`src/rtl/core/best_fit_chunk_allocator_unit_defines.svh`:
```
// assertion macros shared by the chunk allocator rtl
// used by bfca_datapath; expects clk and rst_n in scope
`ifndef BEST_FIT_CHUNK_ALLOCATOR_UNIT_DEFINES_SVH
`define BEST_FIT_CHUNK_ALLOCATOR_UNIT_DEFINES_SVH

// condition holds at every edge out of reset
`define BFCA_ASSERT_NOW(lbl, cond, msg) \
    lbl: assert property (@(posedge clk) disable iff (!rst_n) (cond)) else $error(msg);

// consequence holds in the cycle after the antecedent
`define BFCA_ASSERT_NEXT(lbl, ante, cons, msg) \
    lbl: assert property (@(posedge clk) disable iff (!rst_n) (ante) |=> (cons)) else $error(msg);

`endif

```
`src/rtl/core/bfca_pkg.sv`:
```
// types and codes for the best fit chunk allocator
// used by bfca_ctrl, bfca_datapath and the top level
`default_nettype none

package bfca_pkg;

    localparam logic OP_ALLOC = 1'b0;
    localparam logic OP_FREE  = 1'b1;

    localparam logic [1:0] STATUS_OK     = 2'd0;
    localparam logic [1:0] STATUS_NOMEM  = 2'd1;
    localparam logic [1:0] STATUS_BADPTR = 2'd2;

    typedef struct packed {
        logic [15:0] start;
        logic [16:0] length;
        logic [16:0] spare;
        logic        free;
    } entry_t;

    typedef enum logic [2:0] {
        RD_NONE,
        RD_BEST,
        RD_MATCH,
        RD_NEXT,
        RD_PREV,
        RD_UP,
        RD_DOWN,
        RD_SUM
    } rd_mode_t;

    typedef enum logic [2:0] {
        WR_NONE,
        WR_INIT,
        WR_NEW,
        WR_BEST,
        WR_MERGED
    } wr_mode_t;

    typedef enum logic [1:0] {
        TOT_HOLD,
        TOT_SET1,
        TOT_INC,
        TOT_DROP
    } tot_op_t;

    typedef struct packed {
        rd_mode_t rd_mode;
        wr_mode_t wr_mode;
        tot_op_t  tot_op;
        logic     capture;
        logic     latch_plan;
        logic     clear_sum;
        logic     load_result;
    } cmd_t;

    typedef struct packed {
        logic op;
        logic found;
        logic split;
    } sts_t;

endpackage

`default_nettype wire

```
`src/rtl/core/bfca_ctrl.sv`:
```
// sequencer for the chunk allocator: scans, table shifts and summary pass
// depends on bfca_pkg; drives bfca_datapath through cmd_t
`default_nettype none

module bfca_ctrl
    import bfca_pkg::*;
#(
    parameter int MAX_CHUNKS = 64
)
(
    input  wire                                  clk,
    input  wire                                  rst_n,
    input  wire                                  cfg_wr_en,
    input  wire                                  in_valid,
    output logic                                 in_stall,
    input  wire                                  out_valid,
    input  wire                                  out_stall,
    input  sts_t                                 sts,
    input  wire  [$clog2(MAX_CHUNKS+1)-1:0]      total,
    input  wire  [$clog2(MAX_CHUNKS)-1:0]        hit_idx,
    input  wire  [$clog2(MAX_CHUNKS+1)-1:0]      shift_start,
    output cmd_t                                 cmd,
    output logic [$clog2(MAX_CHUNKS)-1:0]        rd_addr
);

    localparam int IDX_W = $clog2(MAX_CHUNKS);
    localparam int CNT_W = $clog2(MAX_CHUNKS + 1);

    typedef enum logic [3:0] {
        ST_INIT,
        ST_IDLE,
        ST_SCAN,
        ST_DECIDE,
        ST_SHIFT_UP,
        ST_WNEW,
        ST_WBEST,
        ST_RDN,
        ST_RDP,
        ST_RDWAIT,
        ST_MERGE,
        ST_SHIFT_DN,
        ST_SUM,
        ST_DONE
    } state_t;

    state_t             state_reg;
    state_t             state_next;
    logic [CNT_W-1:0]   i_reg;
    logic [CNT_W-1:0]   i_next;
    logic [CNT_W-1:0]   hit_ext;

    assign hit_ext  = CNT_W'(hit_idx);
    assign in_stall = (state_reg != ST_IDLE);

    always_comb
    begin
        state_next = state_reg;
        i_next     = i_reg;
        rd_addr    = '0;
        cmd        = '{rd_mode: RD_NONE, wr_mode: WR_NONE, tot_op: TOT_HOLD,
                       capture: 1'b0, latch_plan: 1'b0, clear_sum: 1'b0,
                       load_result: 1'b0};
        unique case (state_reg)
            ST_INIT:
            begin
                cmd.wr_mode = WR_INIT;
                cmd.tot_op  = TOT_SET1;
                state_next  = ST_IDLE;
            end
            ST_IDLE:
            begin
                if (in_valid)
                begin
                    cmd.capture = 1'b1;
                    i_next      = '0;
                    state_next  = ST_SCAN;
                end
            end
            ST_SCAN:
            begin
                if (i_reg < total)
                begin
                    cmd.rd_mode = (sts.op == OP_FREE) ? RD_MATCH : RD_BEST;
                    rd_addr     = i_reg[IDX_W-1:0];
                    i_next      = i_reg + CNT_W'(1);
                end
                else
                begin
                    state_next = ST_DECIDE;
                end
            end
            ST_DECIDE:
            begin
                cmd.latch_plan = 1'b1;
                priority if (!sts.found)
                begin
                    cmd.clear_sum = 1'b1;
                    i_next        = '0;
                    state_next    = ST_SUM;
                end
                else if (sts.op == OP_FREE)
                begin
                    state_next = ST_RDN;
                end
                else if (sts.split)
                begin
                    i_next     = total;
                    state_next = ST_SHIFT_UP;
                end
                else
                begin
                    state_next = ST_WBEST;
                end
            end
            ST_SHIFT_UP:
            begin
                if (i_reg > hit_ext + CNT_W'(1))
                begin
                    cmd.rd_mode = RD_UP;
                    rd_addr     = IDX_W'(i_reg - CNT_W'(1));
                    i_next      = i_reg - CNT_W'(1);
                end
                else
                begin
                    state_next = ST_WNEW;
                end
            end
            ST_WNEW:
            begin
                cmd.wr_mode = WR_NEW;
                cmd.tot_op  = TOT_INC;
                state_next  = ST_WBEST;
            end
            ST_WBEST:
            begin
                cmd.wr_mode   = WR_BEST;
                cmd.clear_sum = 1'b1;
                i_next        = '0;
                state_next    = ST_SUM;
            end
            ST_RDN:
            begin
                if (hit_ext + CNT_W'(1) < total)
                begin
                    cmd.rd_mode = RD_NEXT;
                    rd_addr     = hit_idx + IDX_W'(1);
                end
                state_next = ST_RDP;
            end
            ST_RDP:
            begin
                if (hit_idx != '0)
                begin
                    cmd.rd_mode = RD_PREV;
                    rd_addr     = hit_idx - IDX_W'(1);
                end
                state_next = ST_RDWAIT;
            end
            ST_RDWAIT:
            begin
                state_next = ST_MERGE;
            end
            ST_MERGE:
            begin
                cmd.wr_mode = WR_MERGED;
                i_next      = shift_start;
                state_next  = ST_SHIFT_DN;
            end
            ST_SHIFT_DN:
            begin
                if (i_reg < total)
                begin
                    cmd.rd_mode = RD_DOWN;
                    rd_addr     = i_reg[IDX_W-1:0];
                    i_next      = i_reg + CNT_W'(1);
                end
                else
                begin
                    cmd.tot_op    = TOT_DROP;
                    cmd.clear_sum = 1'b1;
                    i_next        = '0;
                    state_next    = ST_SUM;
                end
            end
            ST_SUM:
            begin
                if (i_reg < total)
                begin
                    cmd.rd_mode = RD_SUM;
                    rd_addr     = i_reg[IDX_W-1:0];
                    i_next      = i_reg + CNT_W'(1);
                end
                else
                begin
                    state_next = ST_DONE;
                end
            end
            ST_DONE:
            begin
                if (!(out_valid && out_stall))
                begin
                    cmd.load_result = 1'b1;
                    state_next      = ST_IDLE;
                end
            end
            default:
            begin
                state_next = ST_INIT;
            end
        endcase
        if (cfg_wr_en)
        begin
            state_next = ST_INIT;
        end
    end

    always_ff @(posedge clk or negedge rst_n)
    begin
        if (!rst_n)
        begin
            state_reg <= ST_INIT;
            i_reg     <= '0;
        end
        else
        begin
            state_reg <= state_next;
            i_reg     <= i_next;
        end
    end

endmodule

`default_nettype wire

```
`src/rtl/core/bfca_datapath.sv`:
```
// chunk table memory, scan evaluation, summary accumulators and result registers
// depends on bfca_pkg and best_fit_chunk_allocator_unit_defines.svh
`default_nettype none
`include "best_fit_chunk_allocator_unit_defines.svh"

module bfca_datapath
    import bfca_pkg::*;
#(
    parameter int MAX_CHUNKS   = 64,
    parameter int HEADER_BYTES = 16,
    parameter int MEM_BYTES    = 65536
)
(
    input  wire                              clk,
    input  wire                              rst_n,
    input  wire                              cfg_wr_en,
    input  wire  [16:0]                      cfg_wr_data,
    input  wire                              operation,
    input  wire  [16:0]                      request_bytes,
    input  wire  [15:0]                      chunk_address,
    input  cmd_t                             cmd,
    input  wire  [$clog2(MAX_CHUNKS)-1:0]    rd_addr,
    output sts_t                             sts,
    output logic [$clog2(MAX_CHUNKS+1)-1:0]  total,
    output logic [$clog2(MAX_CHUNKS)-1:0]    hit_idx,
    output logic [$clog2(MAX_CHUNKS+1)-1:0]  shift_start,
    input  wire                              out_stall,
    output logic                             out_valid,
    output logic [1:0]                       status,
    output logic [15:0]                      data_address,
    output logic [16:0]                      granted_overhang,
    output logic [16:0]                      largest_free,
    output logic [16:0]                      largest_allocated,
    output logic [16:0]                      overhang_total,
    output logic [6:0]                       free_chunk_count,
    output logic [6:0]                       used_chunk_count
);

    localparam int IDX_W = $clog2(MAX_CHUNKS);
    localparam int CNT_W = $clog2(MAX_CHUNKS + 1);
    localparam int SEG_TOP_INT = (MEM_BYTES < 65536) ? MEM_BYTES : 65536;
    localparam logic [16:0] SEG_TOP = 17'(SEG_TOP_INT);
    localparam logic [16:0] SEG_MIN = 17'd64;
    localparam logic [16:0] HDR17   = 17'(HEADER_BYTES);
    localparam logic [15:0] HDR16   = 16'(HEADER_BYTES);
    localparam logic [18:0] HDR2_19 = 19'(2 * HEADER_BYTES);

    entry_t             mem [MAX_CHUNKS];

    logic [16:0]        seg_reg;
    logic [CNT_W-1:0]   total_reg;
    logic               op_reg;
    logic [16:0]        req_reg;
    logic [15:0]        addr_reg;
    logic               found_reg;
    logic [IDX_W-1:0]   hit_idx_reg;
    logic [15:0]        hit_start_reg;
    logic [16:0]        hit_len_reg;
    logic               split_reg;
    logic               nxt_free_reg;
    logic [16:0]        nxt_len_reg;
    logic               prv_free_reg;
    logic [16:0]        prv_len_reg;
    logic [15:0]        prv_start_reg;
    entry_t             rd_data_reg;
    logic [IDX_W-1:0]   rd_idx_reg;
    rd_mode_t           rd_mode_reg;
    logic [6:0]         nfree_reg;
    logic [6:0]         nused_reg;
    logic [16:0]        big_free_reg;
    logic [16:0]        big_used_reg;
    logic [16:0]        spare_sum_reg;
    logic               out_valid_reg;
    logic [1:0]         status_reg;
    logic [15:0]        data_address_reg;
    logic [16:0]        overhang_reg;
    logic [16:0]        largest_free_reg;
    logic [16:0]        largest_used_reg;
    logic [16:0]        overhang_total_reg;
    logic [6:0]         free_count_reg;
    logic [6:0]         used_count_reg;

    logic               split_now;
    logic [16:0]        merged_len;
    logic [1:0]         drop;
    logic               wr_en;
    logic [IDX_W-1:0]   wr_addr;
    entry_t             wr_data;
    logic [16:0]        seg_clamped;

    assign split_now = ({2'b00, hit_len_reg} >= ({2'b00, req_reg} + HDR2_19))
                       && (total_reg < CNT_W'(MAX_CHUNKS));
    assign merged_len = hit_len_reg + (nxt_free_reg ? (HDR17 + nxt_len_reg) : 17'd0);
    assign drop = {1'b0, nxt_free_reg} + {1'b0, prv_free_reg};

    assign sts.op    = op_reg;
    assign sts.found = found_reg;
    assign sts.split = split_now;

    assign total       = total_reg;
    assign hit_idx     = hit_idx_reg;
    assign shift_start = CNT_W'(hit_idx_reg) + CNT_W'(1) + CNT_W'(nxt_free_reg);

    always_comb
    begin
        priority if (cfg_wr_data < SEG_MIN)
        begin
            seg_clamped = SEG_MIN;
        end
        else if (cfg_wr_data > SEG_TOP)
        begin
            seg_clamped = SEG_TOP;
        end
        else
        begin
            seg_clamped = cfg_wr_data;
        end
    end

    // table write port: sequencer writes first, otherwise pipelined moves
    always_comb
    begin
        wr_en   = 1'b1;
        wr_addr = hit_idx_reg;
        wr_data = rd_data_reg;
        unique case (cmd.wr_mode)
            WR_INIT:
            begin
                wr_addr        = '0;
                wr_data.start  = HDR16;
                wr_data.length = (seg_reg > HDR17) ? (seg_reg - HDR17) : 17'd0;
                wr_data.spare  = '0;
                wr_data.free   = 1'b1;
            end
            WR_NEW:
            begin
                wr_addr        = hit_idx_reg + IDX_W'(1);
                wr_data.start  = hit_start_reg + req_reg[15:0] + HDR16;
                wr_data.length = hit_len_reg - req_reg - HDR17;
                wr_data.spare  = '0;
                wr_data.free   = 1'b1;
            end
            WR_BEST:
            begin
                wr_addr        = hit_idx_reg;
                wr_data.start  = hit_start_reg;
                wr_data.length = split_reg ? req_reg : hit_len_reg;
                wr_data.spare  = split_reg ? 17'd0 : (hit_len_reg - req_reg);
                wr_data.free   = 1'b0;
            end
            WR_MERGED:
            begin
                if (prv_free_reg)
                begin
                    wr_addr        = hit_idx_reg - IDX_W'(1);
                    wr_data.start  = prv_start_reg;
                    wr_data.length = prv_len_reg + HDR17 + merged_len;
                end
                else
                begin
                    wr_addr        = hit_idx_reg;
                    wr_data.start  = hit_start_reg;
                    wr_data.length = merged_len;
                end
                wr_data.spare = '0;
                wr_data.free  = 1'b1;
            end
            default:
            begin
                wr_en = 1'b0;
                if (rd_mode_reg == RD_UP)
                begin
                    wr_en   = 1'b1;
                    wr_addr = rd_idx_reg + IDX_W'(1);
                end
                else if (rd_mode_reg == RD_DOWN)
                begin
                    wr_en   = 1'b1;
                    wr_addr = rd_idx_reg - IDX_W'(drop);
                end
            end
        endcase
    end

    always_ff @(posedge clk)
    begin
        if (wr_en)
        begin
            mem[wr_addr] <= wr_data;
        end
        rd_data_reg <= mem[rd_addr];
    end

    always_ff @(posedge clk or negedge rst_n)
    begin
        if (!rst_n)
        begin
            seg_reg       <= SEG_TOP;
            total_reg     <= CNT_W'(1);
            rd_mode_reg   <= RD_NONE;
            rd_idx_reg    <= '0;
            found_reg     <= 1'b0;
            out_valid_reg <= 1'b0;
        end
        else
        begin
            if (cfg_wr_en)
            begin
                seg_reg <= seg_clamped;
            end
            rd_mode_reg <= cmd.rd_mode;
            rd_idx_reg  <= rd_addr;

            unique case (cmd.tot_op)
                TOT_SET1: total_reg <= CNT_W'(1);
                TOT_INC:  total_reg <= total_reg + CNT_W'(1);
                TOT_DROP: total_reg <= total_reg - CNT_W'(drop);
                default:  total_reg <= total_reg;
            endcase

            if (cmd.capture)
            begin
                found_reg <= 1'b0;
            end
            else if (rd_mode_reg == RD_BEST)
            begin
                if (rd_data_reg.free && (rd_data_reg.length >= req_reg)
                    && (!found_reg || (rd_data_reg.length < hit_len_reg)))
                begin
                    found_reg <= 1'b1;
                end
            end
            else if (rd_mode_reg == RD_MATCH)
            begin
                if (!rd_data_reg.free && (rd_data_reg.start == addr_reg) && !found_reg)
                begin
                    found_reg <= 1'b1;
                end
            end

            if (cmd.load_result)
            begin
                out_valid_reg <= 1'b1;
            end
            else if (!out_stall)
            begin
                out_valid_reg <= 1'b0;
            end
        end
    end

    always_ff @(posedge clk)
    begin
        if (cmd.capture)
        begin
            op_reg       <= operation;
            req_reg      <= request_bytes;
            addr_reg     <= chunk_address;
            nxt_free_reg <= 1'b0;
            prv_free_reg <= 1'b0;
        end
        if (cmd.latch_plan)
        begin
            split_reg <= split_now;
        end

        unique case (rd_mode_reg)
            RD_BEST:
            begin
                if (rd_data_reg.free && (rd_data_reg.length >= req_reg)
                    && (!found_reg || (rd_data_reg.length < hit_len_reg)))
                begin
                    hit_idx_reg   <= rd_idx_reg;
                    hit_start_reg <= rd_data_reg.start;
                    hit_len_reg   <= rd_data_reg.length;
                end
            end
            RD_MATCH:
            begin
                if (!rd_data_reg.free && (rd_data_reg.start == addr_reg) && !found_reg)
                begin
                    hit_idx_reg   <= rd_idx_reg;
                    hit_start_reg <= rd_data_reg.start;
                    hit_len_reg   <= rd_data_reg.length;
                end
            end
            RD_NEXT:
            begin
                nxt_free_reg <= rd_data_reg.free;
                nxt_len_reg  <= rd_data_reg.length;
            end
            RD_PREV:
            begin
                prv_free_reg  <= rd_data_reg.free;
                prv_len_reg   <= rd_data_reg.length;
                prv_start_reg <= rd_data_reg.start;
            end
            RD_SUM:
            begin
                if (rd_data_reg.free)
                begin
                    nfree_reg <= nfree_reg + 7'd1;
                    if (rd_data_reg.length > big_free_reg)
                    begin
                        big_free_reg <= rd_data_reg.length;
                    end
                end
                else
                begin
                    nused_reg     <= nused_reg + 7'd1;
                    spare_sum_reg <= spare_sum_reg + rd_data_reg.spare;
                    if (rd_data_reg.length > big_used_reg)
                    begin
                        big_used_reg <= rd_data_reg.length;
                    end
                end
            end
            default:
            begin
            end
        endcase

        if (cmd.clear_sum)
        begin
            nfree_reg     <= '0;
            nused_reg     <= '0;
            big_free_reg  <= '0;
            big_used_reg  <= '0;
            spare_sum_reg <= '0;
        end

        if (cmd.load_result)
        begin
            if (!found_reg)
            begin
                status_reg <= (op_reg == OP_FREE) ? STATUS_BADPTR : STATUS_NOMEM;
            end
            else
            begin
                status_reg <= STATUS_OK;
            end
            data_address_reg <= (found_reg && (op_reg == OP_ALLOC)) ? hit_start_reg : 16'd0;
            overhang_reg     <= (found_reg && (op_reg == OP_ALLOC) && !split_reg)
                                ? (hit_len_reg - req_reg) : 17'd0;
            largest_free_reg   <= big_free_reg;
            largest_used_reg   <= big_used_reg;
            overhang_total_reg <= spare_sum_reg;
            free_count_reg     <= nfree_reg;
            used_count_reg     <= nused_reg;
        end
    end

    assign out_valid         = out_valid_reg;
    assign status            = status_reg;
    assign data_address      = data_address_reg;
    assign granted_overhang  = overhang_reg;
    assign largest_free      = largest_free_reg;
    assign largest_allocated = largest_used_reg;
    assign overhang_total    = overhang_total_reg;
    assign free_chunk_count  = free_count_reg;
    assign used_chunk_count  = used_count_reg;

    `BFCA_ASSERT_NOW(a_total_range, (total_reg != '0) && (total_reg <= CNT_W'(MAX_CHUNKS)), "chunk total out of range")
    `BFCA_ASSERT_NOW(a_split_room, (cmd.tot_op != TOT_INC) || (total_reg < CNT_W'(MAX_CHUNKS)), "split with full table")
    `BFCA_ASSERT_NEXT(a_count_match, cmd.load_result, (MAX_CHUNKS > 127) || ((8'(free_count_reg) + 8'(used_count_reg)) == 8'(total_reg)), "chunk counts disagree with table total")

endmodule

`default_nettype wire

```
`src/rtl/core/best_fit_chunk_allocator_unit.sv`:
```
// allocate scans all T table entries, shifts the entries above the chosen entry B up on a
// split, writes and sums the table; free scans, reads the neighbours of the freed entry K,
// merges, shifts the rest down and sums; one transaction in flight, the next is accepted in
// the cycle after the result loads; the result register lets the next transaction enter
// while a result waits; reset and every segment size write rebuild the table as one free chunk
`default_nettype none

module best_fit_chunk_allocator_unit
    import bfca_pkg::*;
#(
    parameter int MAX_CHUNKS   = 64,
    parameter int HEADER_BYTES = 16,
    parameter int MEM_BYTES    = 65536
)
(
    input  wire         clk,
    input  wire         rst_n,
    input  wire         cfg_wr_en,
    input  wire  [16:0] cfg_wr_data,
    input  wire         in_valid,
    output logic        in_stall,
    input  wire         operation,
    input  wire  [16:0] request_bytes,
    input  wire  [15:0] chunk_address,
    output logic        out_valid,
    input  wire         out_stall,
    output logic [1:0]  status,
    output logic [15:0] data_address,
    output logic [16:0] granted_overhang,
    output logic [16:0] largest_free,
    output logic [16:0] largest_allocated,
    output logic [16:0] overhang_total,
    output logic [6:0]  free_chunk_count,
    output logic [6:0]  used_chunk_count
);

    localparam int IDX_W = $clog2(MAX_CHUNKS);
    localparam int CNT_W = $clog2(MAX_CHUNKS + 1);

    cmd_t               cmd;
    sts_t               sts;
    logic [IDX_W-1:0]   rd_addr;
    logic [CNT_W-1:0]   total;
    logic [IDX_W-1:0]   hit_idx;
    logic [CNT_W-1:0]   shift_start;

    bfca_ctrl #(
        .MAX_CHUNKS (MAX_CHUNKS)
    ) u_ctrl (
        .clk         (clk),
        .rst_n       (rst_n),
        .cfg_wr_en   (cfg_wr_en),
        .in_valid    (in_valid),
        .in_stall    (in_stall),
        .out_valid   (out_valid),
        .out_stall   (out_stall),
        .sts         (sts),
        .total       (total),
        .hit_idx     (hit_idx),
        .shift_start (shift_start),
        .cmd         (cmd),
        .rd_addr     (rd_addr)
    );

    bfca_datapath #(
        .MAX_CHUNKS   (MAX_CHUNKS),
        .HEADER_BYTES (HEADER_BYTES),
        .MEM_BYTES    (MEM_BYTES)
    ) u_datapath (
        .clk               (clk),
        .rst_n             (rst_n),
        .cfg_wr_en         (cfg_wr_en),
        .cfg_wr_data       (cfg_wr_data),
        .operation         (operation),
        .request_bytes     (request_bytes),
        .chunk_address     (chunk_address),
        .cmd               (cmd),
        .rd_addr           (rd_addr),
        .sts               (sts),
        .total             (total),
        .hit_idx           (hit_idx),
        .shift_start       (shift_start),
        .out_stall         (out_stall),
        .out_valid         (out_valid),
        .status            (status),
        .data_address      (data_address),
        .granted_overhang  (granted_overhang),
        .largest_free      (largest_free),
        .largest_allocated (largest_allocated),
        .overhang_total    (overhang_total),
        .free_chunk_count  (free_chunk_count),
        .used_chunk_count  (used_chunk_count)
    );

endmodule

`default_nettype wire

```
`config.mk`:
```
export PLATFORM = sky130hd
export DESIGN_NAME = best_fit_chunk_allocator_unit
export DESIGN_NICKNAME = d
export VERILOG_FILES = /design/src/rtl/core/bfca_pkg.sv /design/src/rtl/core/bfca_ctrl.sv /design/src/rtl/core/bfca_datapath.sv /design/src/rtl/core/best_fit_chunk_allocator_unit.sv
export VERILOG_INCLUDE_DIRS = /design/src /design/src/rtl/core
export SDC_FILE = /design/constraint.sdc
export NUM_CORES = 2
export LEC_CHECK = 0
export BUFFER_PORTS_ARGS = -buffer_cell sky130_fd_sc_hd__buf_4
export CORE_MARGIN = 2
export CORE_UTILIZATION = 35
export DETAILED_ROUTE_END_ITERATION = 16
export SKIP_LAST_GASP = 1
export SYNTH_ARGS = -nofsm -noshare
export SYNTH_HDL_FRONTEND = slang
export SYNTH_HIERARCHICAL = 1
export SYNTH_SLANG_ARGS = --single-unit
```
`constraint.sdc`:
```
create_clock -name clk -period 9.3 [get_ports clk]
set_clock_uncertainty 0.15 [all_clocks]
set_input_delay 0.465 -clock clk [delete_from_list [all_inputs] [get_ports clk]]
set_output_delay 0.465 -clock clk [all_outputs]
set_load 0.01 [all_outputs]
```
==> impl_table.tex <==
\begin{tabular}{lr}
\hline
Metric & Value \\
\hline
\multicolumn{2}{l}{\textbf{Global route}} \\
Number of antenna violations at the first check in global routing & 16 \\
Remaining Overflow, GRT & 0 \\
Total routing usage reported by global routing & 20.3\% \\
Number of global-route vias before repair & 76116 \\
Wire length of the first global-routing pass & 609000 microns \\
Maximum number of pins on one net before global-route repair & 121 \\
\multicolumn{2}{l}{\textbf{Clock network}} \\
Cell at the root of the clock tree & sky130\_fd\_sc\_hd\_\_clkbuf\_16 \\
Number of resized instances in the post-cts repair step & 0 \\
TritonCTS Buffers & 374 \\
Number of hold-repair buffers added at the cts stage & 85 \\
CTS Buffer Depth & 4 \\
Clock latency on the worst-skew pair & 970 ps \\
Reg clk slew, reported paths & 60 ps \\
CTS tree & yes \\
Clock sink total & 3652 \\
Number of H-tree branching levels & 5 \\
Number of buffers inserted by post-CTS setup repair & 0 \\
\multicolumn{2}{l}{\textbf{Logic synthesis}} \\
Fraction of registers with async set/reset & 1.26\% \\
Yosys warning total & 6 \\
Post-synth cell types & 94 \\
Post-synth top flop & sky130\_fd\_sc\_hd\_\_edfxtp\_1 \\
Number of flip-flops and latches in the synthesized netlist & 3652 \\
Number of enable-type register cells in the synthesized netlist & 3490 \\
Share of the synthesized area in the top cell type & 71.2\% \\
Sequential area share after synthesis & 73.6\% \\
Dominant cell by count in the synthesized netlist & sky130\_fd\_sc\_hd\_\_edfxtp\_1 \\
Mean instance size in the synthesized netlist & 20.7 sq um \\
Number of instances in the synthesized netlist & 7091 \\
Mapped Area & 0.147 sq mm \\
Yosys top cell by area & sky130\_fd\_sc\_hd\_\_edfxtp\_1 \\
Most used standard cells in the synthesized netlist & sky130\_fd\_sc\_hd\_\_edfxtp\_1 (3490), sky130\_fd\_sc\_hd\_\_mux4\_2 (1061), sky130\_fd\_sc\_hd\_\_nor2\_1 (244) \\
Main area contributors after synthesis & sky130\_fd\_sc\_hd\_\_edfxtp\_1 (71\%), sky130\_fd\_sc\_hd\_\_mux4\_2 (16\%), sky130\_fd\_sc\_hd\_\_ha\_1 (2.0\%), sky130\_fd\_sc\_hd\_\_dfxtp\_1 (1.6\%), sky130\_fd\_sc\_hd\_\_dfrtp\_1 (0.75\%) \\
Number of nets in the synthesized netlist & 7384 \\
\multicolumn{2}{l}{\textbf{Finish}} \\
Share of cells above drive strength 1 & 28.1\% \\
Fillers & 36249 \\
Cell area after layout & 0.171 sq mm \\
End-of-flow core utilization & 40.8\% \\
Area overhead of the layout relative to synthesis & 16.3\% \\
Flip-flop count of the largest register after layout & 3264 \\
Layout Nets & 7934 \\
\multicolumn{2}{l}{\textbf{Power}} \\
Clock share of power & 29.5\% \\
Standby leakage power & 53.8 nW \\
Portion of total power attributed to sequential cells & 46.9\% \\
Total power per unit cell area & 303 mW/mm\^{}2 \\
Power dissipated by switching net loads & 15.8 mW \\
Maximum vdd ir drop & 0.000329 V \\
Switching share of total power & 30.5\% \\
Proportion of power drawn by combinational gates & 23.6\% \\
Internal power of the cells & 36.0 mW \\
\multicolumn{2}{l}{\textbf{Critical path}} \\
Data required time of the worst path & 9940 ps \\
Delay of the slowest cell on the worst path & 930 ps \\
Critical path startpoint category & flop \\
Crit path arrival time & 7930 ps \\
Most used cell along the critical path & sky130\_fd\_sc\_hd\_\_mux4\_2 \\
Type of destination of the critical path & flop \\
Buffers plus inverters on the worst setup path & 3 \\
Kind of cell adding the most delay to the critical path & compound AO/OA/AOI/OAI gates \\
CP cell instances & ha\_1, xnor2\_1, inv\_1, ha\_1, nor3\_1, a211oi\_1, maj3\_2, maj3\_2, a2111o\_1, nor2b\_1, o221ai\_4, buf\_12, buf\_12, mux4\_2, mux4\_2, mux4\_2 \\
Slowest stage cell on the critical path & sky130\_fd\_sc\_hd\_\_o221ai\_4 \\
Largest fanout on the critical path & 48 \\
Startpoint-to-endpoint class of the critical path & reg -> reg \\
\multicolumn{2}{l}{\textbf{Detailed routing}} \\
Post-route DRC violation count & 0 \\
Detailed Route WL & 444000 microns \\
Vias per inst & 5.80 \\
Iteration count of the initial detailed-routing pass & 6 \\
DRT antenna net count & 0 \\
Starting DRT DRC Count & 12227 \\
Via count of the routed design & 78247 \\
Routed length per instance & 32.9 microns \\
\multicolumn{2}{l}{\textbf{Floorplanning}} \\
Row cnt & 238 \\
Die Width & 652 microns \\
Total I/O pin count & 158 \\
Core area & 0.419 sq mm \\
Starting density of the core & 35.1\% \\
Area of the die & 0.426 sq mm \\
Die height & 652 microns \\
\multicolumn{2}{l}{\textbf{Placed design}} \\
Pre-CTS setup slack & 2020 ps \\
Standard cell area after detailed placement & 0.158 sq mm \\
Total half-perimeter wirelength after legalization and detailed placement & 242000 microns \\
Final estimated routing congestion in global placement & 0.887 \\
Number of port buffers & 157 \\
\multicolumn{2}{l}{\textbf{Timing}} \\
Slew of the pin with the lowest slew margin & 1310 ps \\
RSZ-0062 raised after global routing & false \\
Final number of setup-violating endpoints & 0 \\
Count of final max-slew check failures & 0 \\
Hold violation count in the final report & 0 \\
Final critical path time including I/O delays and setup & 7290 ps \\
Max transition margin & 12.3\% \\
Achievable clock frequency & 0.137 GHz \\
Fraction of the cycle the final worst path needs & 78.4\% \\
Setup TNS after final layout & 0 ps \\
Worst Slack Setup Final & 2010 ps \\
\multicolumn{2}{l}{\textbf{Hold path}} \\
Tightest Hold Check Type & in -> reg \\
\multicolumn{2}{l}{\textbf{Outcome}} \\
Status & finished clean \\
\multicolumn{2}{l}{\textbf{Flow run}} \\
Max\_cap viols & 0 \\
\hline
\end{tabular}
-- per-layer routing --
layer | routed length [microns] | GRT usage [%]
met5 | 43 | 0
met4 | 13300 | 5.86
met3 | 45800 | 3.86
met2 | 209000 | 32.4
met1 | 175000 | 28.5
-- worst register-to-register path, delay by kind of cell (launching register included) --
kind | cells | cell delay, ps
AO/OA/AOI/OAI | 3 | 1650
XOR/XNOR | 1 | 390
adder cells (fa/ha/maj) | 4 | 1260
buffers and inverters | 3 | 1010
flip-flops | 1 | 610
multiplexers | 3 | 1570
AND/OR/NAND/NOR | 2 | 470
-- cells in the final DEF, fill, tap and decap left out, types with 48 or more instances in the layout --
| cell | Yosys | final |
|---|---|---|
| sky130_fd_sc_hd__buf_12 | 0 | 58 |
| sky130_fd_sc_hd__clkinv_2 | 0 | 80 |
| sky130_fd_sc_hd__nor3_1 | 49 | 48 |
| sky130_fd_sc_hd__dfxtp_1 | 116 | 116 |
| sky130_fd_sc_hd__ha_1 | 230 | 230 |
| sky130_fd_sc_hd__clkbuf_16 | 0 | 385 |
| sky130_fd_sc_hd__mux4_2 | 1061 | 1061 |
| sky130_fd_sc_hd__nand3_1 | 84 | 83 |
| sky130_fd_sc_hd__edfxtp_1 | 3490 | 3490 |
| sky130_fd_sc_hd__xnor2_1 | 88 | 86 |
| sky130_fd_sc_hd__clkbuf_1 | 214 | 80 |
| sky130_fd_sc_hd__xor2_1 | 60 | 58 |
| sky130_fd_sc_hd__nor2_4 | 0 | 68 |
| sky130_fd_sc_hd__inv_1 | 170 | 170 |
| sky130_fd_sc_hd__nand2_1 | 179 | 179 |
| sky130_fd_sc_hd__a21oi_1 | 160 | 147 |
| sky130_fd_sc_hd__o21ai_0 | 144 | 126 |
| sky130_fd_sc_hd__buf_4 | 6 | 367 |
| sky130_fd_sc_hd__nor2_1 | 244 | 174 |
| sky130_fd_sc_hd__dlygate4sd3_1 | 0 | 84 |
| sky130_fd_sc_hd__clkinv_1 | 0 | 53 |
-- per-stage QoR --
stage	hold slack, ps	cells	total power, mW
after floorplan	19.4	7091	31.4
after global placement	281	12697	36.2
after detailed placement	296	12697	36.7
after CTS	0.733	13483	51.9
after global routing	56.0	13488	53.5
final	68.8	13492	51.9
-- layout make-up --
cell class | count | area (sq um) | share of cell area (%)
Clock inverter | 216 | 2250 | 1.31
Clock buffer | 485 | 10200 | 5.97
Sequential cell | 3652 | 108000 | 63.3
Timing Repair Buffer | 510 | 4780 | 2.80
Multi-Input combinational cell | 2933 | 38000 | 22.2
Tap cell | 5520 | 6910 | 4.04
Antenna cell | 6 | 15.0 | 0.00878
Inverter | 170 | 638 | 0.373
-- worst paths after layout --
kind	from	end	slack, ps	depth (start not counted)
min	chunk_address[4]	u_datapath/addr_reg[4]	70	2
max in group asynchronous	rst_n	u_datapath/rd_mode_reg[2]	8210	4
max reg2reg	u_datapath/hit_idx[0]	u_datapath/rd_data_reg[10]	2010	16
min in group asynchronous	rst_n	u_datapath/seg_reg[16]	510	3
min reg2reg	u_datapath/big_used_reg[9]	u_datapath/largest_allocated[9]	290	0
max	u_datapath/hit_idx[0]	u_datapath/rd_data_reg[10]	2010	16
-- power by group through the flow --
| stage | combinational (mW) | sequential, mW | clock [mW] |
|---|---|---|---|
| after floorplan | 6.76 | 24.7 | 0 |
| after global placement | 11.6 | 24.6 | 0 |
| after detailed placement | 12.1 | 24.7 | 0 |
| after CTS | 12.1 | 24.3 | 15.5 |
| after global routing | 13.0 | 24.4 | 16.1 |
| final | 12.3 | 24.3 | 15.3 |
-- kinds of logic after synthesis --
family / Yosys count / share of synthesized area (%)
DFF: 3652 / 73.6
buffers and inverters: 506 / 1.32
AOI/OAI and AO/OA: 637 / 2.85
muxes: 1106 / 16.6
adders and majority gates: 239 / 2.07
and+or+nand+nor: 799 / 2.64
xor gates and xnor gates: 152 / 0.953
(Power assumes the default switching activity.)
